[src/rtl/core/assert_macros.svh]
// ----------------------------------------------------------------------------
// Assertion macros
// Shared concurrent assertion wrappers, clocked on clk_i and disabled while
// rst_ni is low. Both expand to nothing when SYNTH is defined.
// ----------------------------------------------------------------------------
`ifndef ASSERT_MACROS_SVH
`define ASSERT_MACROS_SVH
`ifndef SYNTH
`define HSJG_ASSERT(lbl, prop, msg) \
  lbl: assert property (@(posedge clk_i) disable iff (!rst_ni) prop) else $error(msg);
`define HSJG_ASSERT_NEXT(lbl, ante, cons, msg) \
  lbl: assert property (@(posedge clk_i) disable iff (!rst_ni) (ante) |=> (cons)) \
    else $error(msg);
`else
`define HSJG_ASSERT(lbl, prop, msg)
`define HSJG_ASSERT_NEXT(lbl, ante, cons, msg)
`endif
`endif

[src/rtl/core/hsjg_pkg.sv]
// ----------------------------------------------------------------------------
// hsjg_pkg
// Widths, register indexes, controller states and the command and status
// groups shared by the jitter generator modules.
// ----------------------------------------------------------------------------
`default_nettype none

package hsjg_pkg;

  localparam int CFG_W   = 15;  // configuration register width
  localparam int IDX_W   = 2;   // configuration index width
  localparam int FRAME_W = 32;  // frame index width
  localparam int PHASE_W = 17;  // phase output width
  localparam int JIT_W   = 32;  // jitter output width
  localparam int N_W     = 18;  // phase and phase+1 width
  localparam int DIV_W   = 20;  // divisor and remainder width of the divider
  localparam int BITS_W  = 32;  // dividend bits fed to the divider

  localparam logic [IDX_W-1:0] CFG_RENDER_WIDTH  = 2'd0;
  localparam logic [IDX_W-1:0] CFG_RENDER_HEIGHT = 2'd1;
  localparam logic [IDX_W-1:0] CFG_DISPLAY_WIDTH = 2'd2;

  localparam logic [CFG_W-1:0] RST_RENDER_WIDTH  = 15'd1920;
  localparam logic [CFG_W-1:0] RST_RENDER_HEIGHT = 15'd1080;
  localparam logic [CFG_W-1:0] RST_DISPLAY_WIDTH = 15'd1920;

  // floor(n/3) = (n * RECIP3) >> RECIP3_SHIFT for every n below 2^N_W.
  localparam logic [N_W:0] RECIP3       = 19'd349526;
  localparam int           RECIP3_SHIFT = 20;

  typedef enum logic [2:0] {
    ST_IDLE,
    ST_COUNT,
    ST_MOD,
    ST_DIGIT,
    ST_FRAC,
    ST_UVX,
    ST_UVY
  } state_e;

  typedef enum logic [2:0] {
    OP_COUNT,
    OP_MOD,
    OP_FRAC,
    OP_UVX,
    OP_UVY
  } div_op_e;

  typedef struct packed {
    logic    div_start;
    div_op_e div_op;
    logic    ld_frame;
    logic    ld_phase;
    logic    dig_step;
    logic    ld_py;
    logic    ld_ux;
    logic    ld_out;
  } hsjg_cmd_t;

  typedef struct packed {
    logic div_busy;
    logic n_zero;
  } hsjg_stat_t;

endpackage

`default_nettype wire

[src/rtl/core/hsjg_div.sv]
// ----------------------------------------------------------------------------
// hsjg_div
// Restoring divider that retires two quotient bits per cycle. It starts from
// a preset remainder and shifts in dividend bits from the top of a word.
// ----------------------------------------------------------------------------
`default_nettype none

module hsjg_div #(
  parameter int QW = 32,
  parameter int CW = 5
) (
  input  logic                        clk_i,
  input  logic                        rst_ni,
  input  logic                        start_i,
  input  logic [hsjg_pkg::DIV_W-1:0]  rem_init_i,
  input  logic [hsjg_pkg::BITS_W-1:0] bits_init_i,
  input  logic [hsjg_pkg::DIV_W-1:0]  divisor_i,
  input  logic [CW-1:0]               pairs_i,
  output logic                        busy_o,
  output logic [QW-1:0]               quot_o,
  output logic [hsjg_pkg::DIV_W-1:0]  rem_o
);
  import hsjg_pkg::*;

  logic [CW-1:0]     cnt_q, cnt_d;
  logic [DIV_W-1:0]  rem_q, rem_d;
  logic [BITS_W-1:0] bits_q, bits_d;
  logic [DIV_W-1:0]  div_q, div_d;
  logic [QW-1:0]     quot_q, quot_d;

  logic [DIV_W:0]    t1, t2;
  logic [DIV_W-1:0]  r1, r2;
  logic              g1, g2;

  assign busy_o = (cnt_q != '0);
  assign quot_o = quot_q;
  assign rem_o  = rem_q;

  // Two chained compare and subtract steps.
  always_comb begin
    t1 = {rem_q, bits_q[BITS_W-1]};
    g1 = (t1 >= {1'b0, div_q});
    r1 = g1 ? DIV_W'(t1 - {1'b0, div_q}) : t1[DIV_W-1:0];
    t2 = {r1, bits_q[BITS_W-2]};
    g2 = (t2 >= {1'b0, div_q});
    r2 = g2 ? DIV_W'(t2 - {1'b0, div_q}) : t2[DIV_W-1:0];
  end

  always_comb begin
    cnt_d  = cnt_q;
    rem_d  = rem_q;
    bits_d = bits_q;
    div_d  = div_q;
    quot_d = quot_q;
    if (start_i) begin
      cnt_d  = pairs_i;
      rem_d  = rem_init_i;
      bits_d = bits_init_i;
      div_d  = divisor_i;
      quot_d = '0;
    end else if (busy_o) begin
      cnt_d  = cnt_q - CW'(1);
      rem_d  = r2;
      bits_d = {bits_q[BITS_W-3:0], 2'b00};
      quot_d = {quot_q[QW-3:0], g1, g2};
    end
  end

  always_ff @(posedge clk_i or negedge rst_ni) begin
    if (!rst_ni) begin
      cnt_q <= '0;
    end else begin
      cnt_q <= cnt_d;
    end
  end

  always_ff @(posedge clk_i) begin
    rem_q  <= rem_d;
    bits_q <= bits_d;
    div_q  <= div_d;
    quot_q <= quot_d;
  end

endmodule

`default_nettype wire

[src/rtl/core/hsjg_dp.sv]
// ----------------------------------------------------------------------------
// hsjg_dp
// Datapath: configuration registers, operand selection for the shared
// divider, the base-3 digit unit, the base-2 bit reversal and the result
// registers.
// ----------------------------------------------------------------------------
`default_nettype none

module hsjg_dp #(
  parameter int FRAC_BITS = 32
) (
  input  logic                         clk_i,
  input  logic                         rst_ni,
  input  logic                         cfg_we_i,
  input  logic [hsjg_pkg::IDX_W-1:0]   cfg_idx_i,
  input  logic [hsjg_pkg::CFG_W-1:0]   cfg_data_i,
  input  logic [hsjg_pkg::FRAME_W-1:0] frame_index_i,
  input  hsjg_pkg::hsjg_cmd_t          cmd_i,
  output hsjg_pkg::hsjg_stat_t         stat_o,
  output logic [hsjg_pkg::JIT_W-1:0]   jitter_x_uv_o,
  output logic [hsjg_pkg::JIT_W-1:0]   jitter_y_uv_o,
  output logic [hsjg_pkg::JIT_W-1:0]   jitter_x_px_o,
  output logic [hsjg_pkg::JIT_W-1:0]   jitter_y_px_o,
  output logic [hsjg_pkg::PHASE_W-1:0] phase_o
);
  import hsjg_pkg::*;

  // Fraction bits rounded up to an even count; the extra bit is dropped later.
  localparam int FRAC_IT   = FRAC_BITS + (FRAC_BITS % 2);
  localparam int QW        = (FRAC_IT > JIT_W) ? FRAC_IT : JIT_W;
  localparam int PAIRS_MAX = (FRAC_IT / 2 > BITS_W / 2) ? FRAC_IT / 2 : BITS_W / 2;
  localparam int CW        = $clog2(PAIRS_MAX + 1);
  localparam int ALIGN_L   = (FRAC_BITS <= JIT_W) ? JIT_W - FRAC_BITS : 0;
  localparam int ALIGN_R   = (FRAC_BITS > JIT_W) ? FRAC_BITS - JIT_W : 0;
  localparam logic [JIT_W-1:0] KEEP2 =
    (FRAC_BITS >= JIT_W) ? '1 : ({JIT_W{1'b1}} << ALIGN_L);

  // Configuration.
  logic [CFG_W-1:0] rw_q, rh_q, dw_q;
  logic [CFG_W-1:0] rw_nz, rh_nz, dw_nz;

  // Working registers.
  logic [FRAME_W-1:0] frame_q;
  logic [N_W-1:0]     phase_q;
  logic [N_W-1:0]     n_q;
  logic [DIV_W-1:0]   num_q, den_q;
  logic [JIT_W-1:0]   py_q, ux_q;

  // Divider interface.
  logic [DIV_W-1:0]  rem_init, divisor;
  logic [BITS_W-1:0] bits_init;
  logic [CW-1:0]     pairs;
  logic              div_busy;
  logic [QW-1:0]     quot;
  logic [DIV_W-1:0]  rem;

  // Combinational helpers.
  logic [DIV_W-1:0]   cnt_num;
  logic [2*N_W:0]     prod;
  logic [N_W-1:0]     q3, q3x3, diff;
  logic [1:0]         digit;
  logic [N_W-1:0]     nplus;
  logic [JIT_W-1:0]   inv2, px, inv3, mag_x, mag_y;
  logic [QW-1:0]      q_frac, inv3_w;

  assign rw_nz = (rw_q == '0) ? CFG_W'(1) : rw_q;
  assign rh_nz = (rh_q == '0) ? CFG_W'(1) : rh_q;
  assign dw_nz = (dw_q == '0) ? CFG_W'(1) : dw_q;

  always_ff @(posedge clk_i or negedge rst_ni) begin
    if (!rst_ni) begin
      rw_q <= RST_RENDER_WIDTH;
      rh_q <= RST_RENDER_HEIGHT;
      dw_q <= RST_DISPLAY_WIDTH;
    end else if (cfg_we_i) begin
      case (cfg_idx_i)
        CFG_RENDER_WIDTH:  rw_q <= cfg_data_i;
        CFG_RENDER_HEIGHT: rh_q <= cfg_data_i;
        CFG_DISPLAY_WIDTH: dw_q <= cfg_data_i;
        default: ;
      endcase
    end
  end

  // Phase count numerator 8*rw + dw - 1.
  assign cnt_num = {2'b00, rw_nz, 3'b000} + {5'b00000, dw_nz} - DIV_W'(1);

  // Base-3 digit step: n / 3 by reciprocal multiply, remainder by subtract.
  always_comb begin
    prod  = (2*N_W+1)'(n_q) * (2*N_W+1)'(RECIP3);
    q3    = {1'b0, prod[2*N_W:RECIP3_SHIFT]};
    q3x3  = N_W'({q3, 1'b0} + {1'b0, q3});
    diff  = n_q - q3x3;
    digit = diff[1:0];
  end

  // Base-2 radical inverse is the bit reversal of phase+1 at the top of the word.
  always_comb begin
    nplus = phase_q + N_W'(1);
    inv2  = '0;
    for (int i = 0; i < N_W; i++) begin
      inv2[JIT_W-1-i] = nplus[i];
    end
    inv2 = inv2 & KEEP2;
    px   = {~inv2[JIT_W-1], inv2[JIT_W-2:0]};
    mag_x = px[JIT_W-1] ? (~px + JIT_W'(1)) : px;
    mag_y = py_q[JIT_W-1] ? (~py_q + JIT_W'(1)) : py_q;
  end

  // Base-3 fraction from the divider, aligned to the output scale.
  always_comb begin
    q_frac = quot >> (FRAC_IT - FRAC_BITS);
    inv3_w = (q_frac << ALIGN_L) >> ALIGN_R;
    inv3   = inv3_w[JIT_W-1:0];
  end

  // Divider operand selection.
  always_comb begin
    case (cmd_i.div_op)
      OP_COUNT: begin
        rem_init  = '0;
        bits_init = {cnt_num, {(BITS_W-DIV_W){1'b0}}};
        divisor   = DIV_W'(dw_nz);
        pairs     = CW'(DIV_W / 2);
      end
      OP_MOD: begin
        rem_init  = '0;
        bits_init = frame_q;
        divisor   = quot[DIV_W-1:0];
        pairs     = CW'(BITS_W / 2);
      end
      OP_FRAC: begin
        rem_init  = num_q;
        bits_init = '0;
        divisor   = den_q;
        pairs     = CW'(FRAC_IT / 2);
      end
      OP_UVX: begin
        rem_init  = '0;
        bits_init = mag_x;
        divisor   = DIV_W'(rw_nz);
        pairs     = CW'(BITS_W / 2);
      end
      OP_UVY: begin
        rem_init  = '0;
        bits_init = mag_y;
        divisor   = DIV_W'(rh_nz);
        pairs     = CW'(BITS_W / 2);
      end
      default: begin
        rem_init  = '0;
        bits_init = '0;
        divisor   = DIV_W'(1);
        pairs     = '0;
      end
    endcase
  end

  hsjg_div #(
    .QW (QW),
    .CW (CW)
  ) u_div (
    .clk_i       (clk_i),
    .rst_ni      (rst_ni),
    .start_i     (cmd_i.div_start),
    .rem_init_i  (rem_init),
    .bits_init_i (bits_init),
    .divisor_i   (divisor),
    .pairs_i     (pairs),
    .busy_o      (div_busy),
    .quot_o      (quot),
    .rem_o       (rem)
  );

  assign stat_o.div_busy = div_busy;
  assign stat_o.n_zero   = (n_q == '0);

  always_ff @(posedge clk_i) begin
    if (cmd_i.ld_frame) begin
      frame_q <= frame_index_i;
    end
    if (cmd_i.ld_phase) begin
      phase_q <= rem[N_W-1:0];
      n_q     <= rem[N_W-1:0] + N_W'(1);
      num_q   <= '0;
      den_q   <= DIV_W'(1);
    end else if (cmd_i.dig_step) begin
      n_q   <= q3;
      num_q <= DIV_W'({num_q, 1'b0} + {1'b0, num_q} + (DIV_W+1)'(digit));
      den_q <= DIV_W'({den_q, 1'b0} + {1'b0, den_q});
    end
    if (cmd_i.ld_py) begin
      py_q <= {~inv3[JIT_W-1], inv3[JIT_W-2:0]};
    end
    if (cmd_i.ld_ux) begin
      ux_q <= px[JIT_W-1] ? (~quot[JIT_W-1:0] + JIT_W'(1)) : quot[JIT_W-1:0];
    end
    if (cmd_i.ld_out) begin
      jitter_x_uv_o <= ux_q;
      jitter_y_uv_o <= py_q[JIT_W-1] ? (~quot[JIT_W-1:0] + JIT_W'(1)) : quot[JIT_W-1:0];
      jitter_x_px_o <= px;
      jitter_y_px_o <= py_q;
      phase_o       <= phase_q[PHASE_W-1:0];
    end
  end

endmodule

`default_nettype wire

[src/rtl/core/hsjg_ctrl.sv]
// ----------------------------------------------------------------------------
// hsjg_ctrl
// Controller: steps one word through phase count, phase, base-3 digits,
// fraction and texture-space divisions, and owns the output valid flag.
// ----------------------------------------------------------------------------
`default_nettype none

module hsjg_ctrl (
  input  logic                 clk_i,
  input  logic                 rst_ni,
  input  logic                 in_valid_i,
  output logic                 in_stall_o,
  output logic                 out_valid_o,
  input  logic                 out_stall_i,
  input  hsjg_pkg::hsjg_stat_t stat_i,
  output hsjg_pkg::hsjg_cmd_t  cmd_o
);
  import hsjg_pkg::*;

  state_e state_q, state_d;
  logic   out_valid_q, out_valid_d;
  logic   out_free;

  assign out_free = !out_valid_q || !out_stall_i;

  // Next state.
  always_comb begin
    state_d = state_q;
    case (state_q)
      ST_IDLE:  if (in_valid_i) state_d = ST_COUNT;
      ST_COUNT: if (!stat_i.div_busy) state_d = ST_MOD;
      ST_MOD:   if (!stat_i.div_busy) state_d = ST_DIGIT;
      ST_DIGIT: if (stat_i.n_zero) state_d = ST_FRAC;
      ST_FRAC:  if (!stat_i.div_busy) state_d = ST_UVX;
      ST_UVX:   if (!stat_i.div_busy) state_d = ST_UVY;
      ST_UVY:   if (!stat_i.div_busy && out_free) state_d = ST_IDLE;
      default:  state_d = ST_IDLE;
    endcase
  end

  // Outputs.
  always_comb begin
    cmd_o           = '0;
    cmd_o.div_start = (state_d != state_q) &&
                      (state_d inside {ST_COUNT, ST_MOD, ST_FRAC, ST_UVX, ST_UVY});
    case (state_d)
      ST_MOD:  cmd_o.div_op = OP_MOD;
      ST_FRAC: cmd_o.div_op = OP_FRAC;
      ST_UVX:  cmd_o.div_op = OP_UVX;
      ST_UVY:  cmd_o.div_op = OP_UVY;
      default: cmd_o.div_op = OP_COUNT;
    endcase
    cmd_o.ld_frame = (state_q == ST_IDLE) && in_valid_i;
    cmd_o.ld_phase = (state_q == ST_MOD) && (state_d == ST_DIGIT);
    cmd_o.dig_step = (state_q == ST_DIGIT) && !stat_i.n_zero;
    cmd_o.ld_py    = (state_q == ST_FRAC) && (state_d == ST_UVX);
    cmd_o.ld_ux    = (state_q == ST_UVX) && (state_d == ST_UVY);
    cmd_o.ld_out   = (state_q == ST_UVY) && (state_d == ST_IDLE);
    in_stall_o     = (state_q != ST_IDLE);
    out_valid_o    = out_valid_q;
  end

  assign out_valid_d = cmd_o.ld_out || (out_valid_q && out_stall_i);

  always_ff @(posedge clk_i or negedge rst_ni) begin
    if (!rst_ni) begin
      state_q     <= ST_IDLE;
      out_valid_q <= 1'b0;
    end else begin
      state_q     <= state_d;
      out_valid_q <= out_valid_d;
    end
  end

endmodule

`default_nettype wire

[src/rtl/core/halton_subpixel_jitter_generator.sv]
// ----------------------------------------------------------------------------
// halton_subpixel_jitter_generator
// Halton (2,3) sub-pixel camera jitter for temporal upscaling, one jitter
// word per frame index word.
// ----------------------------------------------------------------------------
// Usage:
//   A frame index word enters on the input channel (in_valid_i / in_stall_o)
//   and one jitter word leaves on the output channel (out_valid_o /
//   out_stall_i). A word moves at a clock edge with valid high and stall low.
//   The block works on one word at a time: in_stall_o is high from the edge
//   after acceptance until the result has been loaded into the output register.
//   Work on a word runs through the shared two-bit-per-cycle divider (phase
//   count, modulo, base-3 fraction and two texture divisions) plus a step per
//   base-3 digit of phase+1, which has 1 to 12 such digits; the fraction
//   division runs over FRAC_IT bits, FRAC_BITS rounded up to even. A new word
//   can be taken in the cycle after the previous result is loaded.
//   A finished word waits in the output register while the receiver stalls;
//   the next frame index is accepted meanwhile, and its result is held back
//   until the output register frees.
//   Reset clears the controller and the output valid flag and restores the
//   render width, render height and display width registers to 1920, 1080
//   and 1920. Configuration is written through cfg_we_i while the block idles;
//   the user must keep to this, as the block itself does not enforce it.
// ----------------------------------------------------------------------------
`default_nettype none
`include "assert_macros.svh"

module halton_subpixel_jitter_generator #(
  parameter int FRAC_BITS = 32
) (
  input  logic                                clk_i,
  input  logic                                rst_ni,
  // Configuration write port.
  input  logic                                cfg_we_i,
  input  logic [hsjg_pkg::IDX_W-1:0]          cfg_idx_i,
  input  logic [hsjg_pkg::CFG_W-1:0]          cfg_data_i,
  // Input channel.
  input  logic                                in_valid_i,
  output logic                                in_stall_o,
  input  logic [hsjg_pkg::FRAME_W-1:0]        frame_index_i,
  // Output channel.
  output logic                                out_valid_o,
  input  logic                                out_stall_i,
  output logic signed [hsjg_pkg::JIT_W-1:0]   jitter_x_uv_o,
  output logic signed [hsjg_pkg::JIT_W-1:0]   jitter_y_uv_o,
  output logic signed [hsjg_pkg::JIT_W-1:0]   jitter_x_px_o,
  output logic signed [hsjg_pkg::JIT_W-1:0]   jitter_y_px_o,
  output logic [hsjg_pkg::PHASE_W-1:0]        phase_o
);
  import hsjg_pkg::*;

  // The controller sequences the work and the datapath holds every value;
  // they talk only through these two groups.
  hsjg_cmd_t  cmd;
  hsjg_stat_t stat;

  logic [JIT_W-1:0] x_uv, y_uv, x_px, y_px;

  hsjg_ctrl u_ctrl (
    .clk_i       (clk_i),
    .rst_ni      (rst_ni),
    .in_valid_i  (in_valid_i),
    .in_stall_o  (in_stall_o),
    .out_valid_o (out_valid_o),
    .out_stall_i (out_stall_i),
    .stat_i      (stat),
    .cmd_o       (cmd)
  );

  hsjg_dp #(
    .FRAC_BITS (FRAC_BITS)
  ) u_dp (
    .clk_i         (clk_i),
    .rst_ni        (rst_ni),
    .cfg_we_i      (cfg_we_i),
    .cfg_idx_i     (cfg_idx_i),
    .cfg_data_i    (cfg_data_i),
    .frame_index_i (frame_index_i),
    .cmd_i         (cmd),
    .stat_o        (stat),
    .jitter_x_uv_o (x_uv),
    .jitter_y_uv_o (y_uv),
    .jitter_x_px_o (x_px),
    .jitter_y_px_o (y_px),
    .phase_o       (phase_o)
  );

  // The datapath keeps plain vectors; the ports carry them as signed values.
  assign jitter_x_uv_o = signed'(x_uv);
  assign jitter_y_uv_o = signed'(y_uv);
  assign jitter_x_px_o = signed'(x_px);
  assign jitter_y_px_o = signed'(y_px);

  // An accepted word must hold off the next one while it is worked on.
  `HSJG_ASSERT_NEXT(a_busy_after_accept, in_valid_i && !in_stall_o, in_stall_o, "busy not raised")
  // A result is only loaded when the output register is free.
  `HSJG_ASSERT(a_out_slot_free, cmd.ld_out |-> (!out_valid_o || !out_stall_i), "result lost")
  // The shared divider is never restarted in the middle of an operation.
  `HSJG_ASSERT(a_div_start_idle, cmd.div_start |-> !stat.div_busy, "divider restarted while busy")

endmodule

`default_nettype wire

[config.mk]
export PLATFORM = sky130hd
export DESIGN_NAME = halton_subpixel_jitter_generator
export DESIGN_NICKNAME = d
export VERILOG_FILES = /design/src/rtl/core/hsjg_pkg.sv /design/src/rtl/core/hsjg_div.sv /design/src/rtl/core/hsjg_dp.sv /design/src/rtl/core/hsjg_ctrl.sv /design/src/rtl/core/halton_subpixel_jitter_generator.sv
export VERILOG_INCLUDE_DIRS = /design/src /design/src/rtl/core
export SDC_FILE = /design/constraint.sdc
export NUM_CORES = 1
export LEC_CHECK = 0
export BUFFER_PORTS_ARGS = -buffer_cell sky130_fd_sc_hd__buf_4
export CAP_MARGIN = 10
export CELL_PAD_IN_SITES_DETAIL_PLACEMENT = 0
export CELL_PAD_IN_SITES_GLOBAL_PLACEMENT = 1
export CORE_MARGIN = 2
export CORE_UTILIZATION = 35
export CTS_CLUSTER_SIZE = 12
export DETAILED_ROUTE_END_ITERATION = 7
export GPL_TIMING_DRIVEN = 1
export PLACE_DENSITY_LB_ADDON = 0.1
export SLEW_MARGIN = 10
export SYNTH_ARGS = -nofsm -noshare
export SYNTH_HDL_FRONTEND = slang
export SYNTH_SLANG_ARGS = --single-unit
[constraint.sdc]
create_clock -name clk_i -period 16 [get_ports clk_i]
set_clock_uncertainty 0.15 [all_clocks]
set_input_delay 4.8 -clock clk_i [delete_from_list [all_inputs] [get_ports clk_i]]
set_output_delay 4.8 -clock clk_i [all_outputs]
set_load 0.005 [all_outputs]
==> results of run 1 <==
## worst max path at each step
stage                      from                     end  slack (ns)  cells after the start
global placement    u_dp.n_q[1]          u_dp.num_q[19]        6.90                     34
finish              u_dp.n_q[1]          u_dp.num_q[19]        6.80                     34
global route        u_dp.n_q[0]          u_dp.num_q[19]        6.20                     34
floorplan           out_stall_i  u_dp.jitter_x_px_o[14]        0.85                      2
detailed placement  u_dp.n_q[1]          u_dp.num_q[19]        6.84                     34
CTS                 u_dp.n_q[1]          u_dp.num_q[19]        6.79                     34
## per-stage QoR
stage / utilization / hold WS, ns / setup WS [ns]
after global placement: 0.382 / 0.252 / 6.90
after CTS: 0.403 / 0.267 / 6.79
after detailed placement: 0.382 / 0.255 / 6.84
final: 0.403 / 0.266 / 6.80
after global routing: 0.403 / 0.269 / 6.20
after floorplan: - / 0.250 / 0.851
## Yosys cell counts (all sizes together), types with 17 or more instances
| cell type | n | area share |
|---|---|---|
| a21o | 39 | 0.0098 |
| a21oi | 140 | 0.023 |
| a221oi | 22 | 0.0068 |
| a22oi | 18 | 0.0045 |
| a31oi | 19 | 0.0040 |
| and3 | 24 | 0.0050 |
| buf | 37 | 0.0070 |
| clkbuf | 107 | 0.013 |
| dfrtp | 42 | 0.035 |
| dfxtp | 71 | 0.047 |
| edfxtp | 334 | 0.33 |
| fa | 107 | 0.071 |
| ha | 287 | 0.12 |
| inv | 242 | 0.030 |
| mux2 | 48 | 0.018 |
| mux2i | 26 | 0.0087 |
| nand2 | 319 | 0.040 |
| nand2b | 23 | 0.0048 |
| nand3 | 46 | 0.0077 |
| nand4 | 21 | 0.0044 |
| nor2 | 122 | 0.015 |
| nor3 | 38 | 0.0067 |
| nor4 | 20 | 0.0047 |
| o21a | 17 | 0.0043 |
| o21ai | 143 | 0.024 |
| o31ai | 18 | 0.0050 |
| or3 | 27 | 0.0058 |
| xnor2 | 174 | 0.051 |
| xor2 | 79 | 0.023 |
## worst reg2reg max path, delay by kind of cell, from the launching register on
family	cells	cell delay (ns)
muxes	1	0.17
buffers and inverters	3	0.18
xor gates and xnor gates	5	1.15
AOI/OAI and AO/OA	12	2.66
adders and majority gates	10	3.83
and+or+nand+nor	3	0.39
DFF	1	0.61
## state kept, by name, indices dropped and copies added, names as in the netlist, 19 cells and up
register and count:
u_dp.u_div.bits_q 32, u_dp.jitter_y_px_o 32, u_dp.py_q 32, u_dp.u_div.quot_o 32
u_dp.u_div.div_q 20, u_dp.num_q 20, u_dp.jitter_x_uv_o 32, u_dp.frame_q 32
u_dp.den_q 19, u_dp.ux_q 32, u_dp.jitter_y_uv_o 32, u_dp.u_div.rem_o 20
## final cells by class
class,count,area [um2]
antenna,2,5.00
clock buffer,71,1500
clock inverter,30,282
fill,8280,50700
inverter,243,913
multi-input combinational,1990,15800
sequential,459,12800
tap,1144,1430
timing repair buffer,211,1580
## kinds of logic after synthesis
| group | after synthesis |
|---|---|
| xor+xnor | 253 |
| buf+inv | 387 |
| compound gates | 528 |
| simple gates | 727 |
| flops | 459 |
| fa+ha+maj | 394 |
| other cells | 1 |
| mux | 74 |
## per-layer routing
metal / track usage / share of wire / vias to the layer above
met2: 0.327 / 0.46 / 493
met4: 0.0532 / 0.026 / 4
li1: - / - / 10300
met3: 0.0234 / 0.043 / 110
met1: 0.295 / 0.47 / 10700
met5: 0 / 0.00025 / -
==> results.json, run 1 <==
{
  "numCtsBuffers": 54,
  "dp_cells": 4047,
  "fmaxAchievable_mhz": 109,
  "layout_commonest_cell": "edfxtp_1",
  "setup_viol": 0,
  "clockBufferDepth": 3,
  "ios": 201,
  "place_area_mm2": 0.0325,
  "cp.arrival_ns": 9.59,
  "synth_fa_ha_area_frac": 0.191,
  "ctsResizeCount": 0,
  "antenna_found_initial": 3,
  "post-cts-setup-buffers": 0,
  "crit_path_end_kind": "flip-flop",
  "crit_slowest_cell": "edfxtp_1",
  "holdCritStartpoint": "u_dp.ux_q[19]",
  "cp_max_fo": 10,
  "synthXorXnorAreaFrac": 0.0739,
  "crit_family": "adder cells",
  "clkTransAtPathRegs_ns": 0.06,
  "hold_path_end": "u_dp.jitter_x_uv_o[19]",
  "synthToLayoutAreaGrowth_pct": 14.3,
  "cts.sink_count": 459,
  "rsz0062_at_grt": "no",
  "routabilityCongestion": 0.841,
  "critical_path_class": "flip-flop to flip-flop",
  "synthSimpleGateAreaFrac": 0.116,
  "portBuffers": 186,
  "syn_avg_cell_area_um2": 10.6,
  "period_needed_ns": 9.20,
  "outcome": "finished, final reports clean",
  "design_area_mm2": 0.0343,
  "grt_pass1_vias": 21800,
  "start_util": 0.353,
  "layout_common_cells": "edfxtp_1, nand2_1, ha_1",
  "setup_tns_ns": 0,
  "hold_depth": 0,
  "max_stage_delay_ns": 0.61,
  "reg2reg_from": "u_dp.n_q[1]",
  "cts_hold_buffers": 0,
  "vias_per_cell": 5.19,
  "dieArea_mm2": 0.0881,
  "crit_required_ns": 16.39,
  "wirelength_mm": 91.2,
  "post_drt_wl_per_cell_um": 22.0,
  "cap_violations": 0,
  "num_rows": 107,
  "cts_tree": "built",
  "synth-compound-area-share": 0.115,
  "firstDrtPassIters": 7,
  "synth_mux_area_frac": 0.0267,
  "synth_top_family_by_area": "adder cells",
  "coreArea_mm2": 0.0850,
  "stdcell_count": 4150,
  "drtIter0Drc": 1414,
  "grt_max_degree": 68,
  "fin_nets": 3407,
  "synth_edf_count": 334,
  "root_buffer": "clkbuf_16",
  "grt_first_pass_wirelength_mm": 138,
  "synth-seq-cells": 459,
  "die_x_um": 297,
  "num_vias": 21500,
  "holdCritPathClass": "flip-flop to flip-flop",
  "clk_latency_ns": 0.61,
  "async_reset_ff_frac": 0.118,
  "synth.distinct_cells": 88,
  "hold_violations": 0,
  "cp-start-kind": "flip-flop",
  "cts_max_level": 2,
  "synth_warnings": 0,
  "hpwl_mm": 70.1,
  "yosysSeqAreaShare": 0.427,
  "drc_errors": 0,
  "final_antenna_net_count": 0,
  "die_h_um": 297,
  "postSynthCellCount": 2823,
  "tightest_slew_ns": 1.07,
  "drv_slew": 0,
  "track_usage": 0.205,
  "r2r_end": "u_dp.num_q[19]",
  "reg2regPathDepth": 34,
  "post-route-period-util": 0.575,
  "relSlewSlack": 0.279,
  "grt_overflow": 0,
  "drive_gt1_frac": 0.133,
  "synth_ff_type": "edfxtp_1",
  "synth_area_mm2": 0.0300,
  "ff2ff_setup_slack_ns": 6.80,
  "path_buf_inv": 3
}
Power of run 1 is left out: the tool's default activity adds up to more than one toggle a clock period on the data nets, which glitch-free logic cannot reach.
==> run 2: changes to the inputs <==
==> constraint.sdc (replaced) <==
create_clock -name clk_i -period 7.6 [get_ports clk_i]
set_clock_uncertainty 0.15 [all_clocks]
set_input_delay 2.28 -clock clk_i [delete_from_list [all_inputs] [get_ports clk_i]]
set_output_delay 2.28 -clock clk_i [all_outputs]
set_load 0.005 [all_outputs]
==> results.json, run 2 (same netlist as run 1, synthesis figures left out) <==
{
  "reg2regPathDepth": 34,
  "wirelength_mm": 91.5,
  "cp-start-kind": "flip-flop",
  "stdcell_count": 4262,
  "post_drt_wl_per_cell_um": 21.5,
  "routabilityCongestion": 0.892,
  "violations": "negative setup slack",
  "vias_per_cell": 5.11,
  "post-route-period-util": 1.05,
  "dieArea_mm2": 0.0881,
  "clk_latency_ns": 0.61,
  "layout_commonest_cell": "edfxtp_1",
  "firstDrtPassIters": 8,
  "portBuffers": 186,
  "setup_viol": 5,
  "root_buffer": "clkbuf_16",
  "grt_pass1_vias": 21900,
  "die_x_um": 297,
  "critical_path_class": "flip-flop to flip-flop",
  "synthToLayoutAreaGrowth_pct": 18.6,
  "clockBufferDepth": 3,
  "start_util": 0.353,
  "numCtsBuffers": 52,
  "grt_first_pass_wirelength_mm": 138,
  "cts.sink_count": 459,
  "worstSetupStartpoint": "u_dp.n_q[4]",
  "relSlewSlack": 0.251,
  "holdCritPathClass": "flip-flop to flip-flop",
  "grt_overflow": 0,
  "antenna_cells": 0,
  "die_h_um": 297,
  "cap_violations": 0,
  "fin_nets": 3523,
  "cp.arrival_ns": 8.39,
  "crit_slowest_cell": "fa_1",
  "setup_tns_ns": -1.30,
  "drc_errors": 0,
  "fmaxAchievable_mhz": 125,
  "drive_gt1_frac": 0.186,
  "clkTransAtPathRegs_ns": 0.06,
  "outcome": "finished, violations left",
  "reg2reg_from": "u_dp.n_q[4]",
  "coreArea_mm2": 0.0850,
  "num_rows": 107,
  "ios": 201,
  "setup_ws_ns": -0.413,
  "grt_max_degree": 131,
  "holdCritStartpoint": "u_dp.ux_q[13]",
  "cts_tree": "built",
  "hpwl_mm": 70.4,
  "cp_max_fo": 3,
  "hold_violations": 0,
  "num_vias": 21800,
  "antenna_found_initial": 1,
  "drtIter0Drc": 1404,
  "hold_depth": 0,
  "max_stage_delay_ns": 0.56,
  "drv_slew": 0,
  "tightest_slew_ns": 1.12,
  "cts_max_level": 2,
  "period_needed_ns": 8.01,
  "crit_required_ns": 7.97,
  "final_antenna_net_count": 0,
  "track_usage": 0.205,
  "crit_path_end_kind": "flip-flop",
  "rsz0062_at_grt": "yes",
  "crit_top_cell": "fa_1",
  "dp_cells": 4136,
  "layout_common_cells": "edfxtp_1, buf_4, nand2_1"
}
[run 2: layer usage]
layer  vias to the layer above  track usage  part of all wire
met5                         -            0                 0
met4                         0       0.0433             0.018
met3                        87       0.0256             0.040
met2                       476        0.329              0.46
met1                     10700        0.295              0.48
li1                      10500            -                 -
[run 2: final cells by class]
cell class                      count  area (um2)
Inverter                          243         916
Timing Repair Buffer              329        2520
Multi-Input combinational cell   1990       16300
Fill cell                        8226       49400
Clock buffer                       76        1430
Clock inverter                     21         154
Sequential cell                   459       12800
Tap cell                         1144        1430
[run 2: critical path: cells and delay by family, from the launching register on]
kind / cells / cell delay (ns)
adder cells (fa/ha/maj): 10 / 3.74
AO/OA/AOI/OAI: 12 / 2.09
AND/OR/NAND/NOR: 4 / 0.63
XOR/XNOR: 4 / 0.54
flip-flops: 1 / 0.43
multiplexers: 1 / 0.21
buffers and inverters: 3 / 0.15
[run 2: path summary, 6_finish.rpt]
kind	end	slack [ns]
max	u_dp.num_q[19]	-0.41
min	u_dp.jitter_x_uv_o[13]	0.26
max reg2reg	u_dp.num_q[19]	-0.41
min reg2reg	u_dp.jitter_x_uv_o[13]	0.26
max in group asynchronous	u_dp.u_div.cnt_q[2]	5.17
min in group asynchronous	u_dp.dw_q[11]	1.60
[run 2: what timing repair did]
| item | 4_1_cts | 5_1_grt |
|---|---|---|
| pin swaps | 67 | 26 |
| hold buffers | 0 | 0 |
| gates resized for setup | 62 | 20 |
| buffers inserted | 20 | 10 |
| endpoints found under the setup margin | 12 | 12 |
| hold endpoints to repair | 0 | 0 |
[run 2: through the flow]
stage	util	area, um2	setup WS (ns)	hold slack (ns)
floorplan	-	30100	-0.152	0.250
global placement	0.391	33300	-0.734	0.254
detailed placement	0.391	33300	-0.836	0.255
CTS	0.417	35400	-0.369	0.262
global route	0.418	35600	-0.741	0.266
finish	0.418	35600	-0.413	0.264
Power of run 2 is left out for the same reason.
==> run 3: changes to the inputs <==
==> constraint.sdc (replaced) <==
create_clock -name clk_i -period 10.2 [get_ports clk_i]
set_clock_uncertainty 0.15 [all_clocks]
set_input_delay 3.06 -clock clk_i [delete_from_list [all_inputs] [get_ports clk_i]]
set_output_delay 3.06 -clock clk_i [all_outputs]
set_load 0.005 [all_outputs]
==> results.json, run 3 (same netlist as run 1, synthesis figures left out) <==
{
  "outcome": "finished, final reports clean",
  "ctsResizeCount": 0,
  "cp.arrival_ns": 9.50,
  "met2_usage": 0.323,
  "cts_hold_buffers": 0,
  "num_vias": 21400,
  "stdcell_count": 4148,
  "relSlewSlack": 0.255,
  "antenna_found_initial": 0,
  "cp-start-kind": "flip-flop",
  "use_met3": 0.0230,
  "holdCritPathClass": "flip-flop to flip-flop",
  "final_antenna_net_count": 0,
  "post-route-util": 0.404,
  "rsz0062_at_grt": "no",
  "synthToLayoutAreaGrowth_pct": 14.4,
  "hold_violations": 0,
  "timing.hold.ws_ns": 0.269,
  "start_util": 0.353,
  "drtIter0Drc": 1342,
  "setup_viol": 0,
  "crit_top_cell": "fa_1",
  "wirelength_mm": 90.1,
  "setup_tns_ns": 0,
  "post_drt_wl_per_cell_um": 21.7,
  "drc_errors": 0,
  "grt_max_degree": 75,
  "hpwl_mm": 69.5,
  "routabilityCongestion": 0.854,
  "grt_overflow": 0,
  "numCtsBuffers": 54,
  "ios": 201,
  "dp_cells": 4046,
  "cap_violations": 0,
  "critical_path_class": "flip-flop to flip-flop",
  "layout_commonest_cell": "edfxtp_1",
  "dieArea_mm2": 0.0881,
  "period_needed_ns": 9.11,
  "grt_pass1_vias": 21600,
  "met1_usage": 0.292,
  "firstDrtPassIters": 6,
  "post-route-period-util": 0.893,
  "crit_required_ns": 10.59,
  "fmaxAchievable_mhz": 110,
  "root_buffer": "clkbuf_16",
  "clkTransAtPathRegs_ns": 0.06,
  "clockBufferDepth": 3,
  "portBuffers": 186,
  "drv_slew": 0,
  "vias_per_cell": 5.17,
  "cts_max_level": 2,
  "tightest_slew_ns": 1.11,
  "die_x_um": 297,
  "grt.busiest_layer": "met2",
  "num_rows": 107,
  "crit_path_end_kind": "flip-flop",
  "max_stage_delay_ns": 0.55,
  "post-cts-setup-buffers": 0,
  "track_usage": 0.202,
  "crit_slowest_cell": "fa_1",
  "layout_common_cells": "edfxtp_1, nand2_1, ha_1",
  "clk_latency_ns": 0.63,
  "cts.sink_count": 459,
  "drive_gt1_frac": 0.130,
  "cts_tree": "built",
  "cp_max_fo": 6,
  "grt_first_pass_wirelength_mm": 136,
  "coreArea_mm2": 0.0850,
  "die_h_um": 297,
  "fin_nets": 3406
}
[run 3: layer usage]
metal	routed length, um	vias up
li1	-	10300
met1	43400	10600
met2	41400	459
met3	3420	91
met4	1850	0
met5	0	-
[run 3: worst max-delay path: cells and delay by family (launching register included)]
kind,cells,cell delay (ns)
simple gates,3,0.36
buf+inv,3,0.18
compound gates,12,2.67
flops,1,0.53
xor+xnor,4,0.77
mux,1,0.16
fa+ha+maj,11,4.23
[run 3: cell type report]
| cell class | count | area (um2) |
|---|---|---|
| clock buffer | 72 | 1460 |
| multi-input combinational | 1990 | 15800 |
| sequential | 459 | 12800 |
| clock inverter | 29 | 353 |
| inverter | 243 | 913 |
| fill | 8244 | 50700 |
| timing repair buffer | 210 | 1580 |
| antenna | 1 | 2.50 |
| tap | 1144 | 1430 |
[run 3: final timing paths]
check,start,to,slack [ns],depth (start not counted)
min in group asynchronous,rst_ni,u_dp.dw_q[13],2.36,1
worst min register to register,u_dp.ux_q[29],u_dp.jitter_x_uv_o[29],0.27,0
worst min-delay path,u_dp.ux_q[29],u_dp.jitter_x_uv_o[29],0.27,0
max in group asynchronous,rst_ni,u_dp.u_div.cnt_q[3],7.01,1
worst max register to register,u_dp.n_q[13],u_dp.num_q[19],1.09,34
worst max-delay path,u_dp.n_q[13],u_dp.num_q[19],1.09,34
[run 3: per-stage QoR]
stage / setup slack, ns / area (um2)
after floorplan: 1.35 / 30100
after global placement: 1.06 / 32500
after detailed placement: 0.984 / 32500
after CTS: 0.968 / 34300
after global routing: 0.393 / 34300
final: 1.09 / 34300
Power of run 3 is left out for the same reason.
